$ cat src/design/vrt_pkg.sv
// Shared types, constants and helper functions of the voxel ray traversal block.
package vrt_pkg;

  localparam int unsigned CELL_W = 11;
  localparam int unsigned T_W    = 24;
  localparam int unsigned LEN_W  = 16;
  localparam int unsigned NUM_W  = 28;
  localparam int unsigned DEN_W  = 16;
  localparam int unsigned SQ_W   = 32;

  localparam logic [T_W-1:0] T_INF     = 24'hFFFFFF;
  localparam logic [15:0]    REACH_RST = 16'd2048;
  localparam logic [1:0]     BLOCK_AIR = 2'd0;
  localparam logic           REG_REACH = 1'b0;
  localparam logic           KIND_WRITE = 1'b0;

  typedef enum logic [3:0] {
    ST_IDLE,
    ST_WR_CHK,
    ST_SQ,
    ST_SQRT_GO,
    ST_SQRT_WT,
    ST_AXIS,
    ST_TMAX_GO,
    ST_TMAX_WT,
    ST_TDLT_WT,
    ST_CHK,
    ST_STEP,
    ST_DONE
  } vrt_state_e;

  typedef struct packed {
    logic             start;
    logic [NUM_W-1:0] num;
    logic [DEN_W-1:0] den;
  } vrt_div_req_t;

  typedef struct packed {
    logic             done;
    logic [NUM_W-1:0] quot;
  } vrt_div_rsp_t;

  // Quotients at or above the infinity code saturate to it.
  function automatic logic [T_W-1:0] sat_t(input logic [NUM_W-1:0] q);
    return (q >= NUM_W'(T_INF)) ? T_INF : q[T_W-1:0];
  endfunction

  // Saturating add of ray parameters; infinity stays infinity.
  function automatic logic [T_W-1:0] add_t(input logic [T_W-1:0] a, input logic [T_W-1:0] b);
    logic [T_W:0] s;
    s = {1'b0, a} + {1'b0, b};
    if (a == T_INF || b == T_INF) return T_INF;
    return (s >= {1'b0, T_INF}) ? T_INF : s[T_W-1:0];
  endfunction

endpackage

$ cat src/design/vrt_div.sv
// Restoring divider, one quotient bit per cycle.
module vrt_div (
  input  logic                  clk_i,
  input  logic                  rst_ni,
  input  vrt_pkg::vrt_div_req_t req_i,
  output vrt_pkg::vrt_div_rsp_t rsp_o
);
  import vrt_pkg::*;

  localparam int unsigned CW = $clog2(NUM_W);

  logic [DEN_W-1:0] rem_q, den_q;
  logic [NUM_W-1:0] nq_q;
  logic [CW-1:0]    cnt_q;
  logic             busy_q, done_q;
  logic [DEN_W:0]   trial;
  logic             ge;

  assign trial = {rem_q, nq_q[NUM_W-1]};
  assign ge    = trial >= {1'b0, den_q};

  always_ff @(posedge clk_i or negedge rst_ni) begin
    if (!rst_ni) begin
      busy_q <= 1'b0;
      done_q <= 1'b0;
      cnt_q  <= '0;
    end else begin
      done_q <= 1'b0;
      if (req_i.start) begin
        busy_q <= 1'b1;
        cnt_q  <= '0;
      end else if (busy_q) begin
        cnt_q <= cnt_q + CW'(1);
        if (cnt_q == CW'(NUM_W - 1)) begin
          busy_q <= 1'b0;
          done_q <= 1'b1;
        end
      end
    end
  end

  always_ff @(posedge clk_i) begin
    if (req_i.start) begin
      rem_q <= '0;
      den_q <= req_i.den;
      nq_q  <= req_i.num;
    end else if (busy_q) begin
      rem_q <= ge ? DEN_W'(trial - {1'b0, den_q}) : trial[DEN_W-1:0];
      nq_q  <= {nq_q[NUM_W-2:0], ge};
    end
  end

  assign rsp_o.done = done_q;
  assign rsp_o.quot = nq_q;
endmodule

$ cat config.mk
export PLATFORM = sky130hd
export DESIGN_NAME = vrt_div
export DESIGN_NICKNAME = d
export VERILOG_FILES = /design/src/design/vrt_pkg.sv /design/src/design/vrt_div.sv
export SDC_FILE = /design/constraint.sdc
export NUM_CORES = 1
export LEC_CHECK = 0
export ABC_AREA = 1
export BUFFER_PORTS_ARGS = -buffer_cell sky130_fd_sc_hd__buf_2
export CAP_MARGIN = 10
export CORE_ASPECT_RATIO = 0.7
export CORE_MARGIN = 2
export CORE_UTILIZATION = 35
export DETAILED_ROUTE_END_ITERATION = 10
export PLACE_DENSITY = 0.57
export SETUP_SLACK_MARGIN = 0.2
export SYNTH_ARGS = -nofsm -noshare
export SYNTH_HDL_FRONTEND = slang
export SYNTH_SLANG_ARGS = --single-unit
$ cat constraint.sdc
create_clock -name clk_i -period 2.11 [get_ports clk_i]
set_input_delay 0.3165 -clock clk_i [delete_from_list [all_inputs] [get_ports clk_i]]
set_output_delay 0.3165 -clock clk_i [all_outputs]
set_load 0.03 [all_outputs]
-- Word-level counts from Yosys, hierarchy flattened
Index checks and enable logic that the tools add are counted.
- $add $sub $neg: 2
- $mul: 0
- divide/modulo/power cells: 0
- magnitude comparators: 1
- equal/unequal tests: 1
- shifts and indexed selects: 0
- multiplexer cells: 11
- bitwise logic cells: 0
- reduce and logical (&&, ||, !) cells: 1
- operators with widths (kind ; count):
    two-way mux 28 bit ; 2
    >= comparator 17 x 16 -> 1 bit ; 1
    two-way mux 16 bit ; 1
    subtractor 16 bit ; 1
    two-way mux 5 bit ; 2
    two-way mux 1 bit ; 6
    adder 5 x 1 -> 5 bit, second input constant ; 1
    equality test 5 bit, second input constant ; 1
    nonzero test 2 bit ; 1
- flip-flop bits (word level): 67
- bits in latches: 0
- memory bits (writable): 0
- ROM bits: 0
- input bits: 47
- output and inout port bits: 29
- word-level logic and storage cells: 22
- memories kept: 0

-- Longest topological paths before layout
- word-level depth: 4
- depth in mapped cells: 15
- mapped depth without buffers: 14

-- Worst setup path before layout
Ideal clock, no wire load.
- kind: register -> register
- start point: reg nq_q[27]
- end point: reg rem_q[12]
- library setup time: 113 ps
- arrival time: 1855 ps
- data required time: 1997 ps
- path slack: 142 ps
- cell stages (with the launch flop): 12
- path buffers: 0
- clock period less this slack: 1968 ps
- cell sequence: edfxtp_1 > inv_1 > ha_1 > fa_1 > o21bai_1 > nand2_1 > nand3_1 > nand2_1 > nand2_1 > nand2_1 > nand3_1 > nand2_1
- word-level cells in the longest chain between the ends: 2
- elaborated cells between the ends (all ways): 3
- those cells by class: add/sub: 1; order compare: 1; mux: 1
- ends and longest elaborated chain (item ; line ; source):
    start, declared ; vrt_div.sv:13 ; logic [NUM_W-1:0] nq_q;
    start signal, assigned ; vrt_div.sv:46 ; nq_q <= req_i.num;
    start signal, assigned ; vrt_div.sv:49 ; nq_q <= {nq_q[NUM_W-2:0], ge};
    subtractor 16 bit / >= comparator 17 x 16 -> 1 bit (equally long branches) ; vrt_div.sv:48, vrt_div.sv:20 ;
    two-way mux 16 bit (*) ; vrt_div.sv:48 ; rem_q <= ge ? DEN_W'(trial - {1'b0, den_q}) : trial[DEN_W-1:0];
    end signal, assigned ; vrt_div.sv:48 ;
    end, declared ; vrt_div.sv:12 ; logic [DEN_W-1:0] rem_q, den_q;
Mark *: on every way between the ends. The rest lies on a longest branch, timed or not.
A chain may end at the register's enable or synchronous reset.

-- Final worst setup path
- start point: reg den_q[0]
- end point: reg rem_q[6]
- word-level cells in the longest chain between the ends: 2
- elaborated cells between the ends (all ways): 3
- those cells by class: add/sub: 1; order compare: 1; mux: 1
- ends and longest elaborated chain (item ; line ; source):
    start, declared ; vrt_div.sv:12 ;
    start signal, assigned ; vrt_div.sv:45 ; den_q <= req_i.den;
    subtractor 16 bit / >= comparator 17 x 16 -> 1 bit (equally long branches) ; vrt_div.sv:48, vrt_div.sv:20 ;
    two-way mux 16 bit (*) ; vrt_div.sv:48 ;
Marked as above.

==> reports/metrics.yaml <==
status: "completed"
hpwl_um: 7250
holdWs_ns: 0.163
fmax_mhz: 538
synth_top_area_frac: 0.333
syn_nets: 557
netlist_area_sq_mm: 0.00397
synth_area_leader_cell: "edfxtp_1"
arrival_ns: 2.08
dieHeight_um: 93.1
rsz0062_at_grt: "true"
power_density_mw_per_mm2: 1300
start_kind: "flop"
finalSetupViolCount: 0
crit_top_cell: "nand2_2"
ctsHtreeMaxLevel: 3
cts_tree: "built"
gp_congestion: 0.885
num_vias: 3429
insertion_delay_ns: 0.32
cts_sinks: 67
worstPathMaxFanout: 3
io_buffers: 75
cts_buffer_depth: 2
path_depth: 10
syn_to_final_growth_pct: 31.2
p_leak_nw: 2.61
post_route_cells_drive_above_1_share: 0.312
ir_drop_mv: 0.536
initial_utilization: 0.359
routed_wl_um: 10400
finClkSkew_ns: 0.00491
fin_cells: 742
fin_crit_sh: 0.881
crit_chain: "ha_4 -> fa_2 -> inv_2 -> nand4_1 -> nand2_2 -> buf_4 -> xnor2_2 -> nand2_2 -> nand3_1 -> nand2_1"
synth.ff_latch_count: 67
grt_pass1_wl_um: 16400
antenna_found_initial: 0
viasPerCell: 4.62
syn_inst: 492
grt_pass1_vias: 3195
grt_max_degree: 32
worst-path-buf-inv: 2
drtAntennaViolNets: 0
slowest_stage: "edfxtp_1"
tightest_slew_ns: 0.358
reg2reg_depth: 10
hold_depth: 1
crit_type: "reg -> reg"
nNetsFinal: 649
yosysSeqAreaShare: 0.457
slew-limit-headroom: 0.761
design_power_total_w: 0.00676
clkTransAtPathRegs_ns: 0.06
reg2reg_slack_ns: 0.25
die_area_sq_mm: 0.0122
first_pass_iters: 4
drc: 0
n_antenna_cell: 0
cts_root_buffer: "clkbuf_16"
dp_cells: 714
die_w_um: 131
syn-mean-instance-area_sq_um: 8.07
final_cell_mix: "195 x nand2_1, 75 x buf_2, 56 x inv_1"
ys_types: 36
ys_warn_count: 0
row_count: 32
post-route-min-period_ns: 1.86
dr.first_iter.drc_count: 260
synthTopCellsByArea: "edfxtp_1 33%, nand2_1 20%, dfxtp_1 8.1%, inv_1 6.0%, ha_1 5.4%"
critical_path_required_ns: 2.33
slowest_delay_ns: 0.43
cap_violations: 0
final_common_cell: "nand2_1"
wl_per_cell_um: 14.0
hold_path.class: "in -> reg"
worst_setup_path_end_kind: "flop"
grt.overflow.total: 0
finalMaxSlewViolations: 0
core-area_sq_mm: 0.0111
cp_top_family: "adder cells"
io_pins: 76
totalNegativeSetupSlack_ns: 0
hold_violations: 0
cts_made_buffers: 9
grtUsageTotal: 0.170
-- final cells by class --
class,instances,area (sq um)
Clock buffer,12,256
Clock inverter,4,26.3
Fill cell,1068,5840
Inverter,68,255
Multi-Input combinational cell,345,2110
Sequential cell,67,1820
Tap cell,153,191
Timing Repair Buffer,93,554
-- through the flow --
| stage | utilization | setup WS, ns | area, sq um |
|---|---|---|---|
| after floorplan | - | 0.214 | 3970 |
| after global placement | 0.408 | 0.171 | 4510 |
| after detailed placement | 0.408 | 0.154 | 4510 |
| after CTS | 0.439 | 0.202 | 4850 |
| after global routing | 0.471 | 0.160 | 5210 |
| final | 0.471 | 0.252 | 5210 |
-- per-layer routing --
| metal | share of wire | vias up | GRT usage |
|---|---|---|---|
| li1 | - | 1744 | - |
| met3 | 0.045 | 12 | 0.0352 |
| met5 | 0 | - | 0 |
| met1 | 0.52 | 1603 | 0.252 |
| met2 | 0.42 | 70 | 0.246 |
| met4 | 0.014 | 0 | 0.0543 |
-- worst register-to-register path, stage by stage, from the launching register on --
cell and delay (ns):
edfxtp_1 0.43, ha_4 0.20, fa_2 0.41, inv_2 0.06, nand4_1 0.10, nand2_2 0.14, buf_4 0.14, xnor2_2 0.11
nand2_2 0.06, nand3_1 0.06, nand2_1 0.05
-- registers in the layout, summed over array words and instances (netlist names) --
| name | cells |
|---|---|
| busy_q | 1 |
| cnt_q | 5 |
| den_q | 16 |
| done_q | 1 |
| nq_q | 28 |
| rem_q | 16 |
-- kinds of logic (layout without fill, tap and decap cells) --
group / after synthesis / in the layout / synth area share
flops: 67 / 67 / 0.457
fa+ha+maj: 18 / 18 / 0.0586
buf+inv: 82 / 177 / 0.0876
compound gates: 19 / 19 / 0.0287
simple gates: 300 / 302 / 0.354
xor+xnor: 6 / 6 / 0.0132
-- repair_timing --
| action | 4_1_cts | 5_1_grt |
|---|---|---|
| resized for setup | 2 | 54 |
| cloned | 0 | 2 |
| endpoints found under the setup margin | 16 | 17 |
| endpoints found under the hold margin | 7 | 0 |
| hold buffers | 1 | 0 |
| pin swaps | 3 | 16 |
| buffers inserted | 3 | 6 |
-- cell usage after synthesis --
cell type  number
a21oi_1        11
a21oi_4         1
a31oi_1         2
buf_12          1
buf_2           1
buf_4           2
buf_6           2
clkbuf_1        8
dfrtp_1         7
dfxtp_1        16
edfxtp_1       44
fa_1            1
ha_1           17
inv_1          63
inv_2           5
nand2_1       208
nand2_2        16
nand2_4         1
nand2_8         2
nand3_1        23
nand3_2         3
nand3b_1       18
nand3b_4        1
nand4_1         3
nor2_1         11
nor2_2          1
nor2_4          1
nor2_8          2
nor3_1          7
nor3_2          1
nor4_1          2
o21a_1          1
o21ai_0         3
o21bai_1        1
xnor2_1         5
xor2_1          1
-- path summary, 6_finish.rpt --
| check | start | to |
|---|---|---|
| worst max-delay path | den_q[0] | rem_q[6] |
| min in group asynchronous | rst_ni | cnt_q[0] |
| worst min register to register | rem_q[14] | rem_q[14] |
| worst min-delay path | req_i[12] | den_q[12] |
| worst max register to register | den_q[0] | rem_q[6] |
| max in group asynchronous | rst_ni | busy_q |
-- report_power, final --
| part | total [W] | switching (W) | internal (W) |
|---|---|---|---|
| Clock | 0.00143 | 0.000567 | 0.000858 |
| Sequential | 0.00188 | 0.000230 | 0.00165 |
| Combinational | 0.00345 | 0.00195 | 0.00150 |
| Total | 0.00676 | 0.00275 | 0.00401 |
Note: power is estimated with default switching activity, not from simulation.
