===== config.mk =====
export PLATFORM = sky130hd
export DESIGN_NAME = vrt_sqrt
export DESIGN_NICKNAME = d
export VERILOG_FILES = /design/src/design/vrt_pkg.sv /design/src/design/vrt_sqrt.sv
export SDC_FILE = /design/constraint.sdc
export NUM_CORES = 1
export LEC_CHECK = 0
export BUFFER_PORTS_ARGS = -buffer_cell sky130_fd_sc_hd__clkbuf_2
export CAP_MARGIN = 25
export CORE_MARGIN = 2
export CORE_UTILIZATION = 50
export DETAILED_ROUTE_END_ITERATION = 6
export PLACE_DENSITY = 0.68
export SYNTH_ARGS = -nofsm -noshare
export SYNTH_HDL_FRONTEND = slang
export SYNTH_SLANG_ARGS = --single-unit
export TNS_END_PERCENT = 1

===== constraint.sdc =====
create_clock -name clk_i -period 13.4 [get_ports clk_i]
set_clock_uncertainty 0.1 [all_clocks]
set_input_delay 2.68 -clock clk_i [delete_from_list [all_inputs] [get_ports clk_i]]
set_output_delay 2.68 -clock clk_i [all_outputs]
set_load 0.03 [all_outputs]

===== src/design/vrt_pkg.sv =====
// Shared types, constants and helper functions of the voxel ray traversal block.
package vrt_pkg;

  localparam int unsigned CELL_W = 11;
  localparam int unsigned T_W    = 24;
  localparam int unsigned LEN_W  = 16;
  localparam int unsigned NUM_W  = 28;
  localparam int unsigned DEN_W  = 16;
  localparam int unsigned SQ_W   = 32;

  localparam logic [T_W-1:0] T_INF     = 24'hFFFFFF;
  localparam logic [15:0]    REACH_RST = 16'd2048;
  localparam logic [1:0]     BLOCK_AIR = 2'd0;
  localparam logic           REG_REACH = 1'b0;
  localparam logic           KIND_WRITE = 1'b0;

  typedef enum logic [3:0] {
    ST_IDLE,
    ST_WR_CHK,
    ST_SQ,
    ST_SQRT_GO,
    ST_SQRT_WT,
    ST_AXIS,
    ST_TMAX_GO,
    ST_TMAX_WT,
    ST_TDLT_WT,
    ST_CHK,
    ST_STEP,
    ST_DONE
  } vrt_state_e;

  typedef struct packed {
    logic             start;
    logic [NUM_W-1:0] num;
    logic [DEN_W-1:0] den;
  } vrt_div_req_t;

  typedef struct packed {
    logic             done;
    logic [NUM_W-1:0] quot;
  } vrt_div_rsp_t;

  // Quotients at or above the infinity code saturate to it.
  function automatic logic [T_W-1:0] sat_t(input logic [NUM_W-1:0] q);
    return (q >= NUM_W'(T_INF)) ? T_INF : q[T_W-1:0];
  endfunction

  // Saturating add of ray parameters; infinity stays infinity.
  function automatic logic [T_W-1:0] add_t(input logic [T_W-1:0] a, input logic [T_W-1:0] b);
    logic [T_W:0] s;
    s = {1'b0, a} + {1'b0, b};
    if (a == T_INF || b == T_INF) return T_INF;
    return (s >= {1'b0, T_INF}) ? T_INF : s[T_W-1:0];
  endfunction

endpackage


===== src/design/vrt_sqrt.sv =====
// Iterative integer square root, two radicand bits per cycle.
module vrt_sqrt (
  input  logic                       clk_i,
  input  logic                       rst_ni,
  input  logic                       start_i,
  input  logic [vrt_pkg::SQ_W-1:0]   value_i,
  output logic                       done_o,
  output logic [vrt_pkg::LEN_W-1:0] root_o
);
  import vrt_pkg::*;

  logic [SQ_W-1:0] v_q, res_q, bit_q;
  logic            busy_q, done_q;
  logic [SQ_W:0]   trial;

  assign trial = {1'b0, res_q} + {1'b0, bit_q};

  always_ff @(posedge clk_i or negedge rst_ni) begin
    if (!rst_ni) begin
      busy_q <= 1'b0;
      done_q <= 1'b0;
    end else begin
      done_q <= 1'b0;
      if (start_i) begin
        busy_q <= 1'b1;
      end else if (busy_q && bit_q == SQ_W'(1)) begin
        busy_q <= 1'b0;
        done_q <= 1'b1;
      end
    end
  end

  always_ff @(posedge clk_i) begin
    if (start_i) begin
      v_q   <= value_i;
      res_q <= '0;
      bit_q <= SQ_W'(1) << (SQ_W - 2);
    end else if (busy_q) begin
      if ({1'b0, v_q} >= trial) begin
        v_q   <= v_q - trial[SQ_W-1:0];
        res_q <= (res_q >> 1) + bit_q;
      end else begin
        res_q <= res_q >> 1;
      end
      bit_q <= bit_q >> 2;
    end
  end

  assign done_o = done_q;
  assign root_o = res_q[LEN_W-1:0];
endmodule


# Word level (Yosys, flattened, before mapping)
# Cells that the tools add are included.
[totals]
ff_bits = 82
latchBits = 0
ram_bits = 0
romBits = 0
input_bits = 35
output_inout_bits = 17
word_cells = 23
n_memories = 0
[classes]
addsub = 3
mul = 0
div = 0
n_lt_le_gt_ge = 1
eq_ne = 1
n_shift = 0
mux = 8
n_bitwise = 0
reduce_logical = 5
[op_table]
columns = ["operator", "count"]
rows = [
  ["2-to-1 mux 32 bit", 4],
  ["adder 32 x 31 -> 33 bit", 1],
  [">= comparator 32 x 33 -> 1 bit", 1],
  ["adder 31 x 31 -> 32 bit", 1],
  ["subtractor 32 bit", 1],
  ["== test 16 x 1 -> 1 bit, second input constant", 1],
  ["nonzero test 2 bit", 3],
  ["2-to-1 mux 1 bit", 4],
  ["AND reduction 2 bit", 1],
  ["logical AND 1 bit", 1],
]

# Depth between registers and ports, before layout
# Gate-level depths: netlist (run 1).
[depth]
depth_word = 5
mapped_depth = 22
mapped_depth_nobuf = 19

# Worst setup path before layout (run 1)
# OpenSTA, ideal clock, no wires.
[synth_path]
path_kind = "register to register"
from = "register res_q[4]"
to = "register v_q[0] (enable)"
setup_time_ps = 389
arrival_ps = 4692
required_ps = 12911
setup_slack_ps = 8219
stages_incl_launch_ff = 20
path_buffers = 2
synth_period_minus_slack_ps = 5181
cell_sequence = "dfxtp_1 > ha_1 > a211oi_1 > a211oi_1 > a21oi_1 > o21ai_0 > a31o_2 > a31o_2 > a31oi_1 > xor2_1 > ha_1 > nand3_1 > nor3_1 > nand2b_1 > a211oi_2 > o211a_1 > buf_4 > buf_4 > nand2_1 > nand2_1"
[synth_between]
elab_chain_len = 4
[synth_lines]
columns = ["element", "line_no", "rtl"]
rows = [
  ["start: declaration", "vrt_sqrt.sv:12", "logic [SQ_W-1:0] v_q, res_q, bit_q;"],
  ["start signal: assignment", "vrt_sqrt.sv:41", "res_q <= (res_q >> 1) + bit_q;"],
  ["start signal: assignment", "vrt_sqrt.sv:43", "res_q <= res_q >> 1;"],
  ["adder 32 x 31 -> 33 bit", "vrt_sqrt.sv:16", "assign trial = {1'b0, res_q} + {1'b0, bit_q};"],
  [">= comparator 32 x 33 -> 1 bit", "vrt_sqrt.sv:39", "if ({1'b0, v_q} >= trial) begin"],
  ["nonzero test 2 bit (no source line)", "--", ""],
  ["AND reduction 2 bit (no source line)", "--", ""],
  ["end signal: assignment", "vrt_sqrt.sv:35", "v_q <= value_i;"],
  ["end signal: assignment", "vrt_sqrt.sv:40", "v_q <= v_q - trial[SQ_W-1:0];"],
  ["end: declaration", "vrt_sqrt.sv:12", ""],
]
# No other way between the ends.
# A chain may end at the register's enable or synchronous reset.

# Worst setup path in the final report (run 1)
[layout_path]
from = "register res_q[2]"
to = "register v_q[30] (enable)"
# The elaborated chain is that of the path after synthesis.

==> results.yml, run 1 <==
yosys:
  synth.top_cells.by_area: "dfxtp_1, edfxtp_1, ha_1"
  ys_types: 71
  synth_area_per_cell_sq_um: 8.34
  synth_flop_cell: "dfxtp_1"
  synth-edff-count: 32
  synthTopCellsByCount: "nor2_1, nand2_1, ha_1"
  netlist_area_sq_um: 7170
  synth-seq-cells: 82
  yosysMostFrequentCell: "nor2_1"
  synth_cells: 859
  synth_top_area_share_pct: 13.4
  async_reset_ff_share_pct: 2.44
  yosys_warnings: 0
  synth_top_area_cell: "dfxtp_1"
  syn_nets: 961
  ys_seq_area_share_pct: 27.5
clock_network:
  path_clk_slew_ps: 60
  cts-hold-fix-buffers: 0
  cts_root_buf: "clkbuf_16"
  max-clock-path-buffers: 2
  cts_buffers: 9
  htree_levels: 3
  cts_tree: "yes"
  cts_sinks: 82
  cts_setup_buffers: 0
  post_cts_resized: 0
  clock_latency_ps: 350
detailed_routing:
  drtIter0Drc: 395
  postRouteAntennaNets: 0
  vias: 6371
  drtPass1Iterations: 7
  viasPerCell: 6.03
  route.detailed.drc: 0
  routedWlPerCell_um: 16.7
  wl_um: 17700
critical_path:
  critical_path_class: "flip-flop to flip-flop"
  path_max_fanout: 32
  crit_arrival_ps: 5870
  required_ps: 13300
  end_kind: "flip-flop"
  startpoint_type: "flip-flop"
floorplan:
  ios: 52
  start_util_pct: 51.4
  die_area_sq_um: 15300
  die_y_um: 124
  coreArea_sq_um: 13900
  row_count: 43
  die_w_um: 124
layout:
  seqCellArea_sq_um: 1970
  synthToLayoutAreaGrowth_pct: 8.22
  antenna_cells: 0
  drive_gt1_share_pct: 11.6
  multi_input_comb_area_sq_um: 4820
  nets: 973
  nFillCells: 1365
sta:
  tightest_slew_ps: 963
  fmaxAchievable_mhz: 167
  period_share_pct: 44.6
  setup_tns_ps: 0
  hold_violations: 0
  maxSlewHeadroom_pct: 35.8
  drv_slew: 0
  setup_viol: 0
  rsz0062_at_grt: "false"
  min_period_ps: 5970
place:
  gp_congestion: 0.894
  hpwl_um: 12700
  portBuffers: 51
power_and_ir_drop:
  power_mw: 1.55
  powerDensity_nw_per_um2: 200
  ir_drop_mv: 0.126
  power.leakage_nw: 3.18
global_route:
  grt_pass1_wl_um: 28900
  grt_pass1_vias: 5723
  grtUsageTotal_pct: 24.3
  grt_antenna_before_repair: 0
  grt_max_degree: 89
  overflow: 0
flow_run:
  cap_violations: 0
outcome:
  status: "finished clean"
worst_hold_path:
  hp-class: "flip-flop to flip-flop"
## area by class of cell
type,count,area share (%)
clock buffer,12,3.73
sequential,82,25.4
timing repair buffer,56,4.07
multi-input combinational,701,62.2
inverter,21,1.02
tap,180,2.90
clock inverter,4,0.678
## cells by family (layout without fill, tap and decap cells)
group / Yosys count / in the layout / synth area share (%)
buffers and inverters: 76 / 93 / 5.20
multiplexers: 36 / 36 / 5.13
XOR/XNOR: 51 / 51 / 6.23
AND/OR/NAND/NOR: 270 / 270 / 17.5
AO/OA/AOI/OAI: 277 / 277 / 26.6
flip-flops: 82 / 82 / 27.5
adder cells (fa/ha/maj): 67 / 67 / 11.8
## report_power, final
group / internal (mW) / total [mW] / leakage (nW) / switching [mW]
Combinational: 0.358 / 0.878 / 2.26 / 0.520
Sequential: 0.353 / 0.391 / 0.741 / 0.0384
Clock: 0.173 / 0.281 / 0.169 / 0.108
## critical path: stages (launching register included)
cell	delay, ps
dfxtp_1	370
ha_1	380
nand3_1	100
a211oi_1	470
a21oi_1	250
o21ai_0	310
a31o_2	270
a31o_2	190
a31oi_1	100
xor2_1	170
ha_1	380
nand3_1	120
nor3_1	380
nand2b_1	160
a211oi_2	370
o211a_1	820
nand2_1	120
nand2_1	110
buf_4	440
## state kept, by name, summed over array words and instances (netlist names)
signal  flops
bit_q      16
res_q      32
v_q        32
busy_q      1
done_o      1
## cells in the final DEF (no fill, tap or decap), drive strengths merged, types with 14 or more instances in the layout
cell,Yosys,layout
clkbuf,27,62
nor2,87,87
xnor2,23,23
a21oi,57,57
ha,66,66
o21ai,64,64
a311oi,18,18
nor3,15,15
xor2,28,28
dfxtp,48,48
a21o,16,16
o31ai,14,14
or3,16,16
a31oi,24,24
edfxtp,32,32
mux2i,30,30
inv,20,21
nand2,84,84
## layer usage
| metal | wire length, um | global-route usage, % | up-vias |
|---|---|---|---|
| li1 | - | - | 3242 |
| met1 | 8470 | 32.3 | 2977 |
| met2 | 8190 | 39.8 | 135 |
| met3 | 730 | 5.54 | 17 |
| met4 | 275 | 6.18 | 0 |
| met5 | 0 | 0 | - |
## per-stage QoR
| step | util [%] | instance area [sq um] | hold WS [ps] | std cells | setup slack, ps |
|---|---|---|---|---|---|
| detailed placement | 53.0 | 7390 | 416 | 1039 | 7550 |
| CTS | 55.5 | 7730 | 425 | 1055 | 7490 |
| floorplan | - | 7170 | 375 | 859 | 8220 |
| finish | 55.7 | 7750 | 423 | 1056 | 7430 |
| global placement | 53.0 | 7390 | 403 | 1039 | 7650 |
| global route | 55.7 | 7750 | 464 | 1056 | 6960 |
## path summary, 6_finish.rpt
path	startpoint	end	slack, ps	depth (start not counted)
min in group asynchronous	rst_ni	busy_q	2000	1
min	res_q[0]	res_q[0]	420	2
max	res_q[2]	v_q[30]	7430	18
max reg2reg	res_q[2]	v_q[30]	7430	18
max in group asynchronous	rst_ni	busy_q	11100	1
min reg2reg	res_q[0]	res_q[0]	420	2
(Power assumes the default switching activity.)
==> run 2, diff against run 1 <==
clock period = 6.27 ns   (was 13.4 ns; I/O delays follow)
==> run 2 against run 1 <==
Against the previous run: via count up 0.83%; fmax up 8.5%; critical path depth unchanged; combinational power up 110%; first-iteration DRC count up 7.3%; power up 110%; worst setup slack worse by 6700 ps; largest cell class unchanged; largest power group unchanged.
==> results.yml, run 2 (synthesis results as in run 1) <==
clock_network:
  htree_levels: 3
  max-clock-path-buffers: 2
  clock_latency_ps: 350
  cts_root_buf: "clkbuf_16"
  cts-hold-fix-buffers: 0
  cts_buffers: 9
  cts_sinks: 82
  cts_tree: "yes"
  post_cts_resized: 0
  path_clk_slew_ps: 60
  cts_setup_buffers: 0
sta:
  min_period_ps: 5500
  setup_tns_ps: 0
  fmaxAchievable_mhz: 182
  hold_violations: 0
  tightest_slew_ps: 959
  period_share_pct: 87.8
  setup_viol: 0
  rsz0062_at_grt: "false"
  drv_slew: 0
  setup_ws_ps: 767
  maxSlewHeadroom_pct: 35.2
  worst_hold_slack_ps: 404
power_and_ir_drop:
  ir_drop_mv: 0.241
  power.switching_mw: 1.42
  internal_power_mw: 1.80
  pwr-share-seq_pct: 25.8
  power_mw: 3.22
  p_comb_share_pct: 57.9
  power.leakage_nw: 3.15
  swShare_pct: 44.0
  powerDensity_nw_per_um2: 418
  p_clk_share_pct: 16.2
global_route:
  grt_antenna_before_repair: 0
  grt_pass1_wl_um: 28800
  grt_max_degree: 74
  grtUsageTotal_pct: 24.1
  overflow: 0
  grt_pass1_vias: 5768
layout:
  final_cell_mix: "nor2_1, nand2_1, ha_1, o21ai_0, a21oi_1"
  synthToLayoutAreaGrowth_pct: 7.46
  seqCellArea_sq_um: 1970
  drive_gt1_share_pct: 11.7
  multi_input_comb_area_sq_um: 4820
  instances_no_fill: 1058
  nets: 975
  largestRegisters: "res_q x32, v_q x32, bit_q x16"
  layout_commonest_cell: "nor2_1"
  nFillCells: 1322
  utilization_pct: 55.3
  postLayoutCellArea_sq_um: 7700
  antenna_cells: 0
critical_path:
  crit_buf_inv: 1
  slowest_delay_ps: 530
  end_kind: "flip-flop"
  reg2reg_depth: 18
  startpoint_type: "flip-flop"
  cp_cell_sequence: "ha_1, nand3_1, a211oi_1, a21oi_1, o21ai_0, a31o_2, a31o_2, a31oi_1, xor2_1, ha_1, nand3_1, nor3_1, nand2b_1, a211oi_2, o211ai_4, buf_4, or3_1, a311oi_1"
  required_ps: 6430
  cp_slowest_cell: "a211oi_1"
  r2r_setup_slack_ps: 770
  path_max_fanout: 32
  r2r-start: "res_q[2]"
  r2r-end: "res_q[21]"
  crit_arrival_ps: 5670
  cp_num_cells: 18
  path_delay_family: "compound AO/OA/AOI/OAI gates"
  critical_path_class: "flip-flop to flip-flop"
place:
  place_ws_ps: 835
  dpl.cell_count: 1042
  dpl-instance-area_sq_um: 7410
  hpwl_um: 12900
  portBuffers: 51
  gp_congestion: 0.906
worst_hold_path:
  min_path_cells: 2
  hp-class: "flip-flop to flip-flop"
  min_to: "res_q[0]"
  hp-start: "res_q[0]"
floorplan:
  start_util_pct: 51.4
  coreArea_sq_um: 13900
  die_y_um: 124
  die_area_sq_um: 15300
  ios: 52
  row_count: 43
  die_w_um: 124
detailed_routing:
  postRouteAntennaNets: 0
  wl_um: 17600
  viasPerCell: 6.07
  route.detailed.drc: 0
  drtPass1Iterations: 5
  drtIter0Drc: 424
  routedWlPerCell_um: 16.7
  vias: 6424
flow_run:
  cap_violations: 0
outcome:
  status: "finished clean"
[run 2: changes by cell type in the layout (fill, tap and decap cells not counted)]
cell       before  now
clkinv_2        1    3
buf_4           5    8
bufinv_16       1    0
clkbuf_16      11   10
inv_6           1    0
buf_16          1    0
clkbuf_1        0    1
[run 2: layout make-up]
type / count / share of cell area [%]
repair buffers: 58 / 4.03
well taps: 180 / 2.92
clock buffers: 12 / 3.48
inverters: 21 / 1.02
flip-flops and latches: 82 / 25.6
clock inverters: 4 / 0.309
multi-input cells: 701 / 62.6
[run 2: how the worst max path moves through the flow]
stage	endpoint	slack (ps)	from
2_1_floorplan	v_q[0]	1090	res_q[4]
3_3_place_gp	res_q[21]	950	res_q[2]
3_5_place_dp	res_q[21]	840	res_q[2]
4_1_cts	res_q[21]	810	res_q[2]
5_1_grt	res_q[25]	270	res_q[2]
6_report	res_q[21]	770	res_q[2]
[run 2: power by group through the flow]
stage	clock, mW	combinational (mW)	sequential, mW
6_report	0.523	1.86	0.832
3_5_place_dp	0	1.84	0.843
4_1_cts	0.533	1.86	0.832
5_1_grt	0.555	2.07	0.846
3_3_place_gp	0	1.83	0.840
2_1_floorplan	0	1.49	0.816
[run 2: worst min-delay path, stage by stage (launching register included)]
cell	delay, ps
dfxtp_1	320
nor2_1	80
a311oi_1	50
[run 2: per-layer routing]
layer / global-route usage, % / routed length, um / vias to the layer above
li1: - / - / 3240
met1: 32.1 / 8270 / 3004
met2: 39.6 / 8240 / 157
met3: 5.17 / 844 / 23
met4: 6.75 / 287 / 0
met5: 0 / 0 / -
